`config.mk`:
```
export PLATFORM = sky130hd
export DESIGN_NAME = potential_field_force
export DESIGN_NICKNAME = d
export VERILOG_FILES = /design/src/rtl/pff_pkg.sv /design/src/rtl/potential_field_force.sv /design/src/rtl/pff_cfg.sv /design/src/rtl/pff_cordic.sv
export SDC_FILE = /design/constraint.sdc
export NUM_CORES = 2
export LEC_CHECK = 0
export BUFFER_PORTS_ARGS = -buffer_cell sky130_fd_sc_hd__buf_2
export CORE_MARGIN = 8
export CORE_UTILIZATION = 50
export CTS_CLUSTER_SIZE = 16
export DETAILED_ROUTE_END_ITERATION = 12
export HOLD_SLACK_MARGIN = 0.03
export PLACE_DENSITY = 0.66
export SYNTH_ARGS = -nofsm -noshare
export SYNTH_HDL_FRONTEND = slang
export SYNTH_SLANG_ARGS = --single-unit
```
`constraint.sdc`:
```
create_clock -name i_clk -period 34.3 [get_ports i_clk]
set_input_delay 0 -clock i_clk [delete_from_list [all_inputs] [get_ports i_clk]]
set_output_delay 0 -clock i_clk [all_outputs]
set_load 0.01 [all_outputs]
```
`src/rtl/pff_pkg.sv`:
```
`timescale 1ns / 1ps
`default_nettype none
package pff_pkg;

    localparam int CORDIC_STEPS = 24;
    localparam int FRAC_BITS    = 16;
    localparam int GUARD        = 4;
    localparam int CW           = 36;
    localparam int CNT_W        = $clog2(CORDIC_STEPS);
    localparam int D_W          = 28;

    localparam logic [31:0] INV_GAIN = 32'h9B74EDA8;
    localparam logic [31:0] PUSH     = 32'(100 << FRAC_BITS);

    typedef enum logic [1:0] {
        OP_POS  = 2'd0,
        OP_GOAL = 2'd1,
        OP_OBST = 2'd2,
        OP_NONE = 2'd3
    } t_op;

    typedef enum logic [2:0] {
        CFG_ATT_RADIUS = 3'd0,
        CFG_ATT_SPREAD = 3'd1,
        CFG_ATT_GAIN   = 3'd2,
        CFG_REP_RADIUS = 3'd3,
        CFG_REP_SPREAD = 3'd4,
        CFG_REP_GAIN   = 3'd5,
        CFG_NEAR_TOL   = 3'd6
    } t_cfg_idx;

    typedef struct packed {
        logic [22:0] att_radius;
        logic [22:0] att_spread;
        logic [16:0] att_gain;
        logic [22:0] rep_radius;
        logic [22:0] rep_spread;
        logic [16:0] rep_gain;
        logic [16:0] near_tol;
    } t_cfg;

    typedef struct packed {
        logic start;
        logic rotate;
    } t_cor_ctl;

    typedef struct packed {
        logic busy;
    } t_cor_sts;

    typedef enum logic [1:0] {
        K_ZERO = 2'd0,
        K_PUSH = 2'd1,
        K_ROT  = 2'd2
    } t_kind;

    typedef enum logic [2:0] {
        S_IDLE   = 3'd0,
        S_VEC    = 3'd1,
        S_DIST   = 3'd2,
        S_SCALE  = 3'd3,
        S_MAG    = 3'd4,
        S_RSTART = 3'd5,
        S_ROT    = 3'd6,
        S_ACC    = 3'd7
    } t_state;

endpackage
`default_nettype wire

```
`src/rtl/potential_field_force.sv`:
```
`timescale 1ns / 1ps
`default_nettype none
// potential field force engine: op 0 loads the robot position and clears the repulsive sums,
// op 1 takes a goal and sets the attractive force, op 2 adds one obstacle's repulsive force
// and, when tlast is set, emits both forces and the clip flag. forces are q16.16, points are
// q8.16. a position load needs no cordic pass; a goal or obstacle runs the shared cordic unit
// at one micro-rotation per cycle for its vectoring pass and, when a direction is needed, again
// for its rotation pass. the input is not ready while busy.
module potential_field_force (
    input  wire logic          i_clk,
    input  wire logic          i_rst_n,
    input  wire logic          i_cfg_valid,
    output logic               o_cfg_ready,
    input  wire logic [2:0]    i_cfg_index,
    input  wire logic [22:0]   i_cfg_data,
    input  wire logic          s_axis_tvalid,
    output logic               s_axis_tready,
    input  wire logic [55:0]   s_axis_tdata,   // op[1:0], point_x[25:2], point_y[49:26], zeros
    input  wire logic          s_axis_tlast,
    output logic               m_axis_tvalid,
    input  wire logic          m_axis_tready,
    output logic [127:0]       m_axis_tdata,   // attract_x, attract_y, repulse_x, repulse_y
    output logic               m_axis_tuser    // saturated
);
    import pff_pkg::*;

    t_cfg      cfg;
    t_cor_ctl  cor_ctl;
    t_cor_sts  cor_sts;
    logic signed [CW-1:0] cor_x0, cor_y0, cor_x, cor_y;

    pff_cfg u_cfg (
        .i_clk       (i_clk),
        .i_rst_n     (i_rst_n),
        .i_cfg_valid (i_cfg_valid),
        .o_cfg_ready (o_cfg_ready),
        .i_cfg_index (i_cfg_index),
        .i_cfg_data  (i_cfg_data),
        .o_cfg       (cfg)
    );

    pff_cordic u_cordic (
        .i_clk   (i_clk),
        .i_rst_n (i_rst_n),
        .i_ctl   (cor_ctl),
        .i_x0    (cor_x0),
        .i_y0    (cor_y0),
        .o_x     (cor_x),
        .o_y     (cor_y),
        .o_sts   (cor_sts)
    );

    t_state r_state, n_state;
    t_op    r_op, in_op;
    logic   r_last, r_flip, r_dx_neg, r_dx_zero, r_dy_neg, r_dy_zero;
    t_kind  r_kind, n_kind;
    logic signed [23:0] r_robot_x, r_robot_y;
    logic signed [31:0] r_att_x, r_att_y, r_rep_x, r_rep_y;
    logic               r_clip;
    logic [63:0]        r_prod;
    logic [D_W-1:0]     r_d;
    logic [127:0]       r_out_data;
    logic               r_out_sat, r_out_valid;

    logic               accept;
    logic signed [23:0] px, py;
    logic signed [24:0] dx, dy;
    logic signed [CW-1:0] dxe, dye;
    logic               flip;

    assign in_op  = t_op'(s_axis_tdata[1:0]);
    assign px     = s_axis_tdata[25:2];
    assign py     = s_axis_tdata[49:26];
    assign accept = s_axis_tvalid && s_axis_tready;
    assign dx     = {px[23], px} - {r_robot_x[23], r_robot_x};
    assign dy     = {py[23], py} - {r_robot_y[23], r_robot_y};
    assign dxe    = {{(CW-25){dx[24]}}, dx};
    assign dye    = {{(CW-25){dy[24]}}, dy};
    assign flip   = dx[24];

    // shared multiplier operands
    logic [31:0] mul_a, mul_b;
    logic [63:0] mul_p;
    logic [23:0] near_lim, far_lim;
    logic [D_W-1:0] diff;
    logic [16:0] gain;
    logic        is_goal;

    assign is_goal = (r_op == OP_GOAL);

    always_comb begin
        near_lim = is_goal ? ({1'b0, cfg.att_radius} + {7'd0, cfg.near_tol})
                           : ({1'b0, cfg.rep_radius} + {7'd0, cfg.near_tol});
        far_lim  = is_goal ? ({1'b0, cfg.att_spread} + {1'b0, cfg.att_radius})
                           : ({1'b0, cfg.rep_spread} + {1'b0, cfg.rep_radius});
        gain     = is_goal ? cfg.att_gain : cfg.rep_gain;
        if (r_d < D_W'(near_lim)) begin
            n_kind = is_goal ? K_ZERO : K_PUSH;
            diff   = '0;
        end else if (r_d <= D_W'(far_lim)) begin
            n_kind = K_ROT;
            diff   = is_goal ? (r_d - D_W'(cfg.att_radius)) : (D_W'(far_lim) - r_d);
        end else begin
            n_kind = is_goal ? K_ROT : K_ZERO;
            diff   = D_W'(cfg.att_spread);
        end
    end

    always_comb begin
        case (r_state)
            S_VEC: begin
                mul_a = cor_x[CW-1] ? 32'd0 : cor_x[31:0];
                mul_b = INV_GAIN;
            end
            S_SCALE: begin
                mul_a = {15'd0, gain};
                mul_b = {{(32-D_W){1'b0}}, diff};
            end
            S_MAG: begin
                mul_a = {r_prod[FRAC_BITS +: 32-GUARD], {GUARD{1'b0}}};
                mul_b = INV_GAIN;
            end
            default: begin
                mul_a = '0;
                mul_b = '0;
            end
        endcase
    end

    assign mul_p = mul_a * mul_b;

    // force of the current point
    logic signed [CW-1:0] xr, yr, xsh, ysh;
    logic signed [32:0]   fx, fy, rot_x, rot_y;

    always_comb begin
        xr    = r_flip ? -cor_x : cor_x;
        yr    = r_flip ? -cor_y : cor_y;
        xsh   = xr >>> GUARD;
        ysh   = yr >>> GUARD;
        rot_x = {xsh[31], xsh[31:0]};
        rot_y = {ysh[31], ysh[31:0]};
        case (r_kind)
            K_PUSH: begin
                if (r_dx_zero && r_dy_zero) begin
                    fx = -$signed({1'b0, PUSH});
                end else if (r_dx_neg) begin
                    fx = $signed({1'b0, PUSH});
                end else if (r_dx_zero) begin
                    fx = '0;
                end else begin
                    fx = -$signed({1'b0, PUSH});
                end
                if (r_dy_neg) begin
                    fy = $signed({1'b0, PUSH});
                end else if (r_dy_zero) begin
                    fy = '0;
                end else begin
                    fy = -$signed({1'b0, PUSH});
                end
            end
            K_ROT: begin
                fx = is_goal ? rot_x : -rot_x;
                fy = is_goal ? rot_y : -rot_y;
            end
            default: begin
                fx = '0;
                fy = '0;
            end
        endcase
    end

    logic signed [33:0] sum_x, sum_y;
    logic signed [31:0] n_rep_x, n_rep_y;
    logic               clip_x, clip_y;

    always_comb begin
        sum_x  = 34'(r_rep_x) + 34'(fx);
        sum_y  = 34'(r_rep_y) + 34'(fy);
        clip_x = (sum_x > 34'sd2147483647) || (sum_x < -34'sd2147483648);
        clip_y = (sum_y > 34'sd2147483647) || (sum_y < -34'sd2147483648);
        n_rep_x = clip_x ? (sum_x[33] ? 32'sh80000000 : 32'sh7FFFFFFF) : sum_x[31:0];
        n_rep_y = clip_y ? (sum_y[33] ? 32'sh80000000 : 32'sh7FFFFFFF) : sum_y[31:0];
    end

    logic want_out, out_free;
    assign want_out = (r_op == OP_OBST) && r_last;
    assign out_free = !r_out_valid || m_axis_tready;

    // next state
    always_comb begin
        n_state = r_state;
        case (r_state)
            S_IDLE:   if (accept && (in_op == OP_GOAL || in_op == OP_OBST)) n_state = S_VEC;
            S_VEC:    if (!cor_sts.busy) n_state = S_DIST;
            S_DIST:   n_state = S_SCALE;
            S_SCALE:  n_state = (n_kind == K_ROT) ? S_MAG : S_ACC;
            S_MAG:    n_state = S_RSTART;
            S_RSTART: n_state = S_ROT;
            S_ROT:    if (!cor_sts.busy) n_state = S_ACC;
            S_ACC:    if (!want_out || out_free) n_state = S_IDLE;
            default:  n_state = S_IDLE;
        endcase
    end

    // state outputs
    always_comb begin
        s_axis_tready  = 1'b0;
        cor_ctl.start  = 1'b0;
        cor_ctl.rotate = 1'b0;
        cor_x0         = (flip ? -dxe : dxe) <<< GUARD;
        cor_y0         = (flip ? -dye : dye) <<< GUARD;
        case (r_state)
            S_IDLE: begin
                s_axis_tready = 1'b1;
                cor_ctl.start = s_axis_tvalid && (in_op == OP_GOAL || in_op == OP_OBST);
            end
            S_RSTART: begin
                cor_ctl.start  = 1'b1;
                cor_ctl.rotate = 1'b1;
                cor_x0         = {{(CW-32){1'b0}}, r_prod[63:32]};
                cor_y0         = '0;
            end
            default: ;
        endcase
    end

    always_ff @(posedge i_clk) begin
        if (!i_rst_n) begin
            r_state   <= S_IDLE;
            r_robot_x <= '0;
            r_robot_y <= '0;
            r_att_x   <= '0;
            r_att_y   <= '0;
            r_rep_x   <= '0;
            r_rep_y   <= '0;
            r_clip    <= 1'b0;
            r_out_valid <= 1'b0;
        end else begin
            r_state <= n_state;
            if (r_state == S_ACC && want_out && out_free) begin
                r_out_valid <= 1'b1;
            end else if (m_axis_tready) begin
                r_out_valid <= 1'b0;
            end
            if (accept && in_op == OP_POS) begin
                r_robot_x <= px;
                r_robot_y <= py;
                r_rep_x   <= '0;
                r_rep_y   <= '0;
                r_clip    <= 1'b0;
            end
            if (r_state == S_ACC && (!want_out || out_free)) begin
                if (is_goal) begin
                    r_att_x <= fx[31:0];
                    r_att_y <= fy[31:0];
                end else begin
                    r_rep_x <= n_rep_x;
                    r_rep_y <= n_rep_y;
                    r_clip  <= r_clip || clip_x || clip_y;
                end
            end
        end
    end

    always_ff @(posedge i_clk) begin
        if (accept) begin
            r_op      <= in_op;
            r_last    <= s_axis_tlast;
            r_flip    <= flip;
            r_dx_neg  <= dx[24];
            r_dx_zero <= (dx == '0);
            r_dy_neg  <= dy[24];
            r_dy_zero <= (dy == '0);
        end
        if ((r_state == S_VEC && !cor_sts.busy) || r_state == S_SCALE || r_state == S_MAG) begin
            r_prod <= mul_p;
        end
        if (r_state == S_DIST) begin
            r_d <= r_prod[63:64-D_W];
        end
        if (r_state == S_SCALE) begin
            r_kind <= n_kind;
        end
        if (r_state == S_ACC && want_out && out_free) begin
            r_out_data <= {n_rep_y, n_rep_x, r_att_y, r_att_x};
            r_out_sat  <= r_clip || clip_x || clip_y;
        end
    end

    assign m_axis_tvalid = r_out_valid;
    assign m_axis_tdata  = r_out_data;
    assign m_axis_tuser  = r_out_sat;

`ifndef SYNTHESIS
    a_out_from_acc: assert property (@(posedge i_clk) disable iff (!i_rst_n)
        $rose(r_out_valid) |-> $past(r_state == S_ACC))
        else $error("result raised outside accumulate step");
    a_clip_clear: assert property (@(posedge i_clk) disable iff (!i_rst_n)
        $fell(r_clip) |-> $past(accept && in_op == OP_POS))
        else $error("clip flag cleared without position load");
    a_busy_no_ready: assert property (@(posedge i_clk) disable iff (!i_rst_n)
        cor_sts.busy |-> !s_axis_tready)
        else $error("input ready while cordic busy");
`endif

endmodule
`default_nettype wire

```
`src/rtl/pff_cfg.sv`:
```
`timescale 1ns / 1ps
`default_nettype none
module pff_cfg (
    input  wire logic          i_clk,
    input  wire logic          i_rst_n,
    input  wire logic          i_cfg_valid,
    output logic               o_cfg_ready,
    input  wire logic [2:0]    i_cfg_index,
    input  wire logic [22:0]   i_cfg_data,
    output pff_pkg::t_cfg      o_cfg
);
    import pff_pkg::*;

    t_cfg r_cfg;

    assign o_cfg_ready = 1'b1;
    assign o_cfg       = r_cfg;

    always_ff @(posedge i_clk) begin
        if (!i_rst_n) begin
            r_cfg.att_radius <= 23'd655;
            r_cfg.att_spread <= 23'd229376;
            r_cfg.att_gain   <= 17'd3277;
            r_cfg.rep_radius <= 23'd22938;
            r_cfg.rep_spread <= 23'd45875;
            r_cfg.rep_gain   <= 17'd655;
            r_cfg.near_tol   <= 17'd655;
        end else if (i_cfg_valid) begin
            case (i_cfg_index)
                CFG_ATT_RADIUS: r_cfg.att_radius <= i_cfg_data;
                CFG_ATT_SPREAD: r_cfg.att_spread <= i_cfg_data;
                CFG_ATT_GAIN:   r_cfg.att_gain   <= i_cfg_data[16:0];
                CFG_REP_RADIUS: r_cfg.rep_radius <= i_cfg_data;
                CFG_REP_SPREAD: r_cfg.rep_spread <= i_cfg_data;
                CFG_REP_GAIN:   r_cfg.rep_gain   <= i_cfg_data[16:0];
                CFG_NEAR_TOL:   r_cfg.near_tol   <= i_cfg_data[16:0];
                default: ;
            endcase
        end
    end

endmodule
`default_nettype wire

```
`src/rtl/pff_cordic.sv`:
```
`timescale 1ns / 1ps
`default_nettype none
module pff_cordic (
    input  wire logic                              i_clk,
    input  wire logic                              i_rst_n,
    input  wire pff_pkg::t_cor_ctl                 i_ctl,
    input  wire logic signed [pff_pkg::CW-1:0]     i_x0,
    input  wire logic signed [pff_pkg::CW-1:0]     i_y0,
    output logic signed [pff_pkg::CW-1:0]          o_x,
    output logic signed [pff_pkg::CW-1:0]          o_y,
    output pff_pkg::t_cor_sts                      o_sts
);
    import pff_pkg::*;

    logic signed [CW-1:0]     r_x, r_y, n_x, n_y;
    logic [CORDIC_STEPS-1:0]  r_dirs;
    logic [CNT_W-1:0]         r_cnt;
    logic                     r_busy;
    logic                     r_rot;
    logic signed [CW-1:0]     xs, ys;
    logic                     sub;

    always_comb begin
        xs  = r_x >>> r_cnt;
        ys  = r_y >>> r_cnt;
        sub = r_rot ? !r_dirs[r_cnt] : (r_y >= 0);
        if (sub) begin
            n_x = r_x + ys;
            n_y = r_y - xs;
        end else begin
            n_x = r_x - ys;
            n_y = r_y + xs;
        end
    end

    always_ff @(posedge i_clk) begin
        if (!i_rst_n) begin
            r_busy <= 1'b0;
            r_cnt  <= '0;
            r_rot  <= 1'b0;
        end else if (i_ctl.start) begin
            r_busy <= 1'b1;
            r_cnt  <= '0;
            r_rot  <= i_ctl.rotate;
        end else if (r_busy) begin
            r_cnt <= r_cnt + 1'b1;
            if (r_cnt == CNT_W'(CORDIC_STEPS - 1)) begin
                r_busy <= 1'b0;
            end
        end
    end

    always_ff @(posedge i_clk) begin
        if (i_ctl.start) begin
            r_x <= i_x0;
            r_y <= i_y0;
        end else if (r_busy) begin
            r_x <= n_x;
            r_y <= n_y;
            if (!r_rot) begin
                r_dirs[r_cnt] <= sub;
            end
        end
    end

    assign o_x        = r_x;
    assign o_y        = r_y;
    assign o_sts.busy = r_busy;

`ifndef SYNTHESIS
    a_busy_start: assert property (@(posedge i_clk) disable iff (!i_rst_n)
        $rose(r_busy) |-> $past(i_ctl.start))
        else $error("cordic started without request");
    a_busy_end: assert property (@(posedge i_clk) disable iff (!i_rst_n)
        r_busy && !i_ctl.start && r_cnt == CNT_W'(CORDIC_STEPS - 1) |=> !r_busy)
        else $error("cordic ran past its last step");
    a_cnt_range: assert property (@(posedge i_clk) disable iff (!i_rst_n)
        r_busy |-> (r_cnt < CNT_W'(CORDIC_STEPS)))
        else $error("cordic step count out of range");
`endif

endmodule
`default_nettype wire
```
* After elaboration in Yosys (flattened, before gate mapping)
Index checks and enable logic that the tools add are counted.
** Cells by class
- Add/sub/neg operators :: 21
- $mul :: 1
- Divide/modulo/power cells :: 0
- $lt $le $gt $ge :: 9
- Eq/ne operators :: 25
- Shifts and indexed selects :: 2
- Muxes and demuxes :: 67
- Bitwise operators :: 3
- Reduce and logical (&&, ||, !) cells :: 43
** Operators with widths (number)
- 32-bit two-way mux :: 13
- 36-bit two-way mux :: 10
- 33-bit two-way mux :: 7
- 33-bit case mux with 2 select lines :: 2
- 32-bit case mux with 3 select lines :: 1
- 28-bit two-way mux :: 3
- 36-bit adder :: 2
- 36-bit negator :: 2
- 36-bit by 5-bit >>> shifter with 36-bit output :: 2
- 36-bit subtractor :: 2
- 32-bit by 33-bit adder with 34-bit output :: 2
- 34-bit by 32-bit greater-than comparator with 1-bit output, second input constant :: 2
- 34-bit by 32-bit less-than comparator with 1-bit output, second input constant :: 2
- 32-bit negator with 33-bit output :: 2
- 32-bit by 32-bit multiplier with 64-bit output :: 1
- 25-bit negator with 32-bit output :: 2
- 32-bit case mux with 2 select lines :: 1
- 25-bit logical NOT :: 2
- 24-bit by 24-bit subtractor with 25-bit output :: 2
- 23-bit by 17-bit adder with 24-bit output :: 2
- 23-bit by 23-bit adder with 24-bit output :: 2
- 24-bit two-way mux :: 2
- 36-bit by 1-bit greater-or-equal comparator with 1-bit output, second input constant :: 1
- 28-bit by 24-bit <= comparator with 1-bit output :: 1
- 34 further kinds :: 103
** Storage, ports and cells
- Register bits :: 657
- Bits in latches :: 0
- Bits in writable memories :: 0
- Bits in read-only memories :: 0
- Bits of input ports :: 88
- Memories kept :: 0

* Longest topological paths before layout
- Depth in word-level cells :: 12
- Mapped depth :: 64
- Gate-level depth less buffers :: 58

* Hierarchy
From an unflattened synthesis, not the netlist that was laid out.
** Second synthesis, totals
- Cells, all modules :: 9245
- Area, all modules :: 81181.6 sq um
** By module, submodules not included
- potential_field_force :: times used 1, cells an instance 7106, area an instance 61171.2 sq um, seq. area each 10049.6 sq um
- pff_cordic :: times used 1, cells an instance 1614, area an instance 14528.9 sq um, seq. area each 3022.9 sq um
- pff_cfg :: times used 1, cells an instance 525, area an instance 5481.5 sq um, seq. area each 2862.7 sq um

* Worst setup path before layout
No wires, ideal clock.
- Path kind :: flip-flop to flip-flop
- Start :: register r_op[1]
- End :: register r_prod[54] (data pin)
- Setup time :: 0.266 ns
- Data arrival time :: 14.448 ns
- Setup slack :: 19.585 ns
- Stages on the path, launching flop included :: 61
- Buffers on the path :: 8
- Clock period less this slack :: 14.715 ns
- Cells stage by stage :: edfxtp_1 nor2b_1 clkbuf_1 clkbuf_1 clkbuf_1 clkbuf_1 clkbuf_1 o21ai_0 fa_1 a21o_1 a21oi_1 o21bai_1 a21oi_1 nor2b_1 o21a_1 o31a_1 o41ai_1 o21ba_2 (+25 left out) inv_1 fa_1 inv_1 ha_1 clkbuf_1 a21o_1 a21o_1 a221o_1 a221o_1 a21oi_1 o221ai_1 a21oi_1 a21oi_2 a31oi_1 o41ai_2 a21boi_0 o21ai_0 xor2_1
** On the way
- Longest elaborated chain between the ends :: 8
- Elaborated cells between the ends (all ways) :: 13
- Classes of those cells :: add/sub: 1; mul: 1; order compare: 2; eq/ne: 1; mux: 8
** RTL lines
- start: declaration :: RTL line potential_field_force.sv:54 : t_op r_op, in_op;
- start signal: assignment :: RTL line potential_field_force.sv:268 : r_op <= in_op;
- 2-bit by 1-bit == test with 1-bit output (*) :: RTL line potential_field_force.sv:89 : assign is_goal = (r_op == OP_GOAL);
- 24-bit two-way mux :: RTL line potential_field_force.sv:94 : far_lim = is_goal ? ({1'b0, cfg.att_spread} + {1'b0, cfg.att_radius})
- 24-bit by 28-bit subtractor with 28-bit output :: RTL line potential_field_force.sv:102 : diff = is_goal ? (r_d - D_W'(cfg.att_radius)) : (D_W'(far_lim) - r_d);
- 28-bit two-way mux :: RTL line potential_field_force.sv:102
- 28-bit two-way mux :: RTL line potential_field_force.sv:100 : end else if (r_d <= D_W'(far_lim)) begin
- 28-bit two-way mux :: RTL line potential_field_force.sv:97 : if (r_d < D_W'(near_lim)) begin
- 32-bit case mux with 2 select lines :: RTL line potential_field_force.sv:110 : case (r_state)
- 32-bit by 32-bit multiplier with 64-bit output (*) :: RTL line potential_field_force.sv:130 : assign mul_p = mul_a * mul_b;
- via mul_p[54] :: RTL line potential_field_force.sv:83 : logic [63:0] mul_p;
- end signal: assignment :: RTL line potential_field_force.sv:277 : r_prod <= mul_p;
- end: declaration :: RTL line potential_field_force.sv:60 : logic [63:0] r_prod;
Mark *: on every way through the listed nets, which the timed path passes. The rest lies on a longest branch.
A chain may end at the register's enable or synchronous reset.

* Worst setup path in the final report
Ends and elaborated chain as after synthesis.

==> implementation parameters <==
Parameter                              Value

Run status
  Status    finished clean

STA
  Worst hold-check slack    about 100 ps
  Max_slew headroom    13.50%
  Hold Fails Final Rpt    0
  Total Neg Setup Slack    0 ps
  Achievable Freq    ~61 MHz
  Period utilization    47.83%
  Max-slew violation total from the final report    0
  Actual transition at the worst max-transition pin    1294 ps
  Final setup violation count    0
  Crit path time final    around 16000 ps
  Post-layout worst setup margin    around 18000 ps
  Final clock skew    29.76 ps
  RSZ-0062 raised after global routing    no

Yosys
  Cells taking the most area after synthesis    sky130_fd_sc_hd__fa_1 (21%), sky130_fd_sc_hd__edfxtp_1 (12%), sky130_fd_sc_hd__ha_1 (9.6%)
  Most instantiated flip-flop cell in the synthesis netlist    sky130_fd_sc_hd__dfxtp_1
  Top-area cell type share of the netlist area    between 20% and 30%
  Synth Cell Area    around 79000 um2
  Cell variety after synth    96
  Cell taking the most area after synthesis    sky130_fd_sc_hd__fa_1
  Synthesized netlist cell count    just over 9000
  YS warnings    0
  Flop and latch count out of synthesis    roughly 640
  Mean instance size in the synthesized netlist    around 8.7 um2
  Number of enable flip-flop cells after synthesis    310
  Share of flip-flops with an asynchronous set or reset    0%
  Sequential-to-total area share from yosys stat    20.08%

Routing
  Wire length after detailed routing    247.1 mm
  Initial DRC Count    about 6800
  Detail-routed via count per cell    ~6
  Via count    67130
  Residual antenna-violating net count after detailed routing    0
  Count of TritonRoute iterations in the first routing pass    9
  Post-route DRC violation count    0
  Routed wire length per instance    21.46 um

Worst setup path
  Arrival time at the worst endpoint    approximately 17000 ps
  Critical Setup Path Class    reg2reg
  Standard cell with the maximum stage delay on the critical path    sky130_fd_sc_hd__nor3_1
  Stage delay of the slowest cell on the critical path    700 ps
  CP most frequent cell    sky130_fd_sc_hd__fa_1
  Max Fanout on Critical Path    56
  Kind of launch point of the worst setup path    flip-flop
  Crit path required time    between 30000 and 40000 ps
  Critical Path End Type    flip-flop

Die
  Initial core utilization    50.21%
  Area of the die    171700 um2
  Number of top-level pins    220
  Standard cell core area    158000 um2
  Site Rows    146
  Die Y    414.4 um
  Width of the die    414.4 um

GRT
  First-pass GRT wire length    384.7 mm
  Via count of the first global-routing pass    66180
  Initial antenna violation count    7
  Total gr overflow    0
  Pin count of the biggest net entering global routing    118
  Total Routing Usage GR    28.07%

Place
  HPWL Detailed    193.3 mm
  Setup slack at placement    18050 ps
  IO Port Bufs    212
  Cell count after placement    about 11000
  RePlAce Congestion    approximately 0.97

Clock network
  Post_cts resized    0
  TritonCTS Sinks    641
  TritonCTS Buffers    between 70 and 80
  Clock tree from TritonCTS    yes
  H-tree Lvls    3
  CTS clock-pin slew for the worst setup and hold paths    70 ps
  Cell at the root of the clock tree    sky130_fd_sc_hd__clkbuf_16
  Maximum buffer depth of the clock tree    3
  Worst skew pair latency    710 ps

Finish
  Fraction of layout instances using a drive strength above 1    under 10%
  Highest-count cells in the layout ignoring fill and taps    sky130_fd_sc_hd__inv_1 (1360), sky130_fd_sc_hd__nand2_1 (975), sky130_fd_sc_hd__fa_1 (845)
  Most common cell after layout, fill and taps aside    sky130_fd_sc_hd__inv_1
  Count of placed standard cells in the final layout, fillers left out    11520
  Area Growth Syn to Fin    9.718%
  Nets@finish    ~11000

Flow run
  Reported max-cap violation count    0

Min path
  Type of the most critical hold path    in2reg
==> what timing repair did <==
| action | in CTS | in global routing |
|---|---|---|
| endpoints found under the setup margin | 0 | 0 |
| setup buffers | 0 | 0 |
| hold buffers | 137 | 0 |
| endpoints found under the hold margin | 244 | 0 |
==> final timing paths <==
| path | from | to | slack [ps] | depth (start not counted) |
|---|---|---|---|---|
| max | r_op[1]$_DFFE_PP_ | r_prod[54]$_DFFE_PP_ | 17890 | 55 |
| min reg2reg | r_att_y[21]$_SDFFE_PN0P_ | m_axis_tdata[53]$_DFFE_PP_ | 430 | 0 |
| max reg2reg | r_op[1]$_DFFE_PP_ | r_prod[54]$_DFFE_PP_ | 17890 | 55 |
| min | s_axis_tdata[1] | r_op[1]$_DFFE_PP_ | 100 | 2 |
==> cells by family after synthesis <==
kind of cell / count (synthesis) / share of synthesized area, %
and+or+nand+nor: 2480 / 14.01
adders and majority gates: 1456 / 30.95
muxes: 218 / 4.456
AOI/OAI and AO/OA: 1961 / 16.16
buffers and inverters: 1815 / 8.635
DFF: 641 / 20.08
other: 2 / 0.009465
xor gates and xnor gates: 515 / 5.685
==> registers in the layout (all words and copies together), names as in the netlist, 3 cells and up <==
register	count
u_cordic.r_dirs	24
r_robot_x	24
r_att_y	32
r_prod	48
u_cordic.o_y	36
r_robot_y	24
m_axis_tdata	128
r_rep_x	32
u_cordic.r_cnt	5
r_d	28
u_cordic.o_x	36
r_state	3
u_cfg.o_cfg	143
r_rep_y	32
r_att_x	32
==> cells in the mapped netlist, types with 47 or more instances <==
cell and instances:
sky130_fd_sc_hd__nand2_1 978, sky130_fd_sc_hd__ha_1 611, sky130_fd_sc_hd__nor3_1 163, sky130_fd_sc_hd__and3_1 55, sky130_fd_sc_hd__mux2i_1 90, sky130_fd_sc_hd__o31ai_1 60, sky130_fd_sc_hd__nand3_1 143, sky130_fd_sc_hd__dfxtp_1 331
sky130_fd_sc_hd__and2_1 57, sky130_fd_sc_hd__inv_1 1360, sky130_fd_sc_hd__nor2b_1 90, sky130_fd_sc_hd__fa_1 845, sky130_fd_sc_hd__a22oi_1 111, sky130_fd_sc_hd__a21boi_0 176, sky130_fd_sc_hd__clkbuf_1 376, sky130_fd_sc_hd__o21a_1 69
sky130_fd_sc_hd__mux4_2 106, sky130_fd_sc_hd__xnor2_1 290, sky130_fd_sc_hd__xor2_1 225, sky130_fd_sc_hd__o21ai_0 446, sky130_fd_sc_hd__o21bai_1 68, sky130_fd_sc_hd__nand2b_1 88, sky130_fd_sc_hd__a21o_1 135, sky130_fd_sc_hd__o211ai_1 47
sky130_fd_sc_hd__a211o_1 63, sky130_fd_sc_hd__edfxtp_1 310, sky130_fd_sc_hd__buf_1 50, sky130_fd_sc_hd__a21oi_1 420, sky130_fd_sc_hd__a31oi_1 62, sky130_fd_sc_hd__nor2_1 692
==> through the flow <==
stage	utilization, %	instance area (um2)
after floorplan	-	80020
after global routing	55.09	87050
after global placement	52.68	83230
after detailed placement	52.68	83240
after CTS	55.09	87050
final	55.09	87060
==> layer usage <==
metal	track usage, %	share of wire [%]
met5	0	0.0085
met3	5.926	9.9
met2	42.43	43
met4	8.144	3.3
met1	40.60	44
==> critical path: cells and delay by family (launching register included) <==
family / cells / cell delay [ps]
xor gates and xnor gates: 2 / 290
DFF: 1 / 440
buffers and inverters: 7 / 1010
adders and majority gates: 12 / 5310
muxes: 1 / 90
AOI/OAI and AO/OA: 23 / 6030
and+or+nand+nor: 10 / 2880
==> final cells by class <==
class	count	area, um2
flip-flops and latches	641	15940
well taps	2072	2592
fillers	14290	70960
clock buffers	96	2006
repair buffers	492	3537
multi-input cells	6811	57420
inverters	1365	5124
clock inverters	38	430.4
diodes	3	7.507
Power is left out: the tool's default activity adds up to more than one toggle a clock period on the data nets, which glitch-free logic cannot reach.
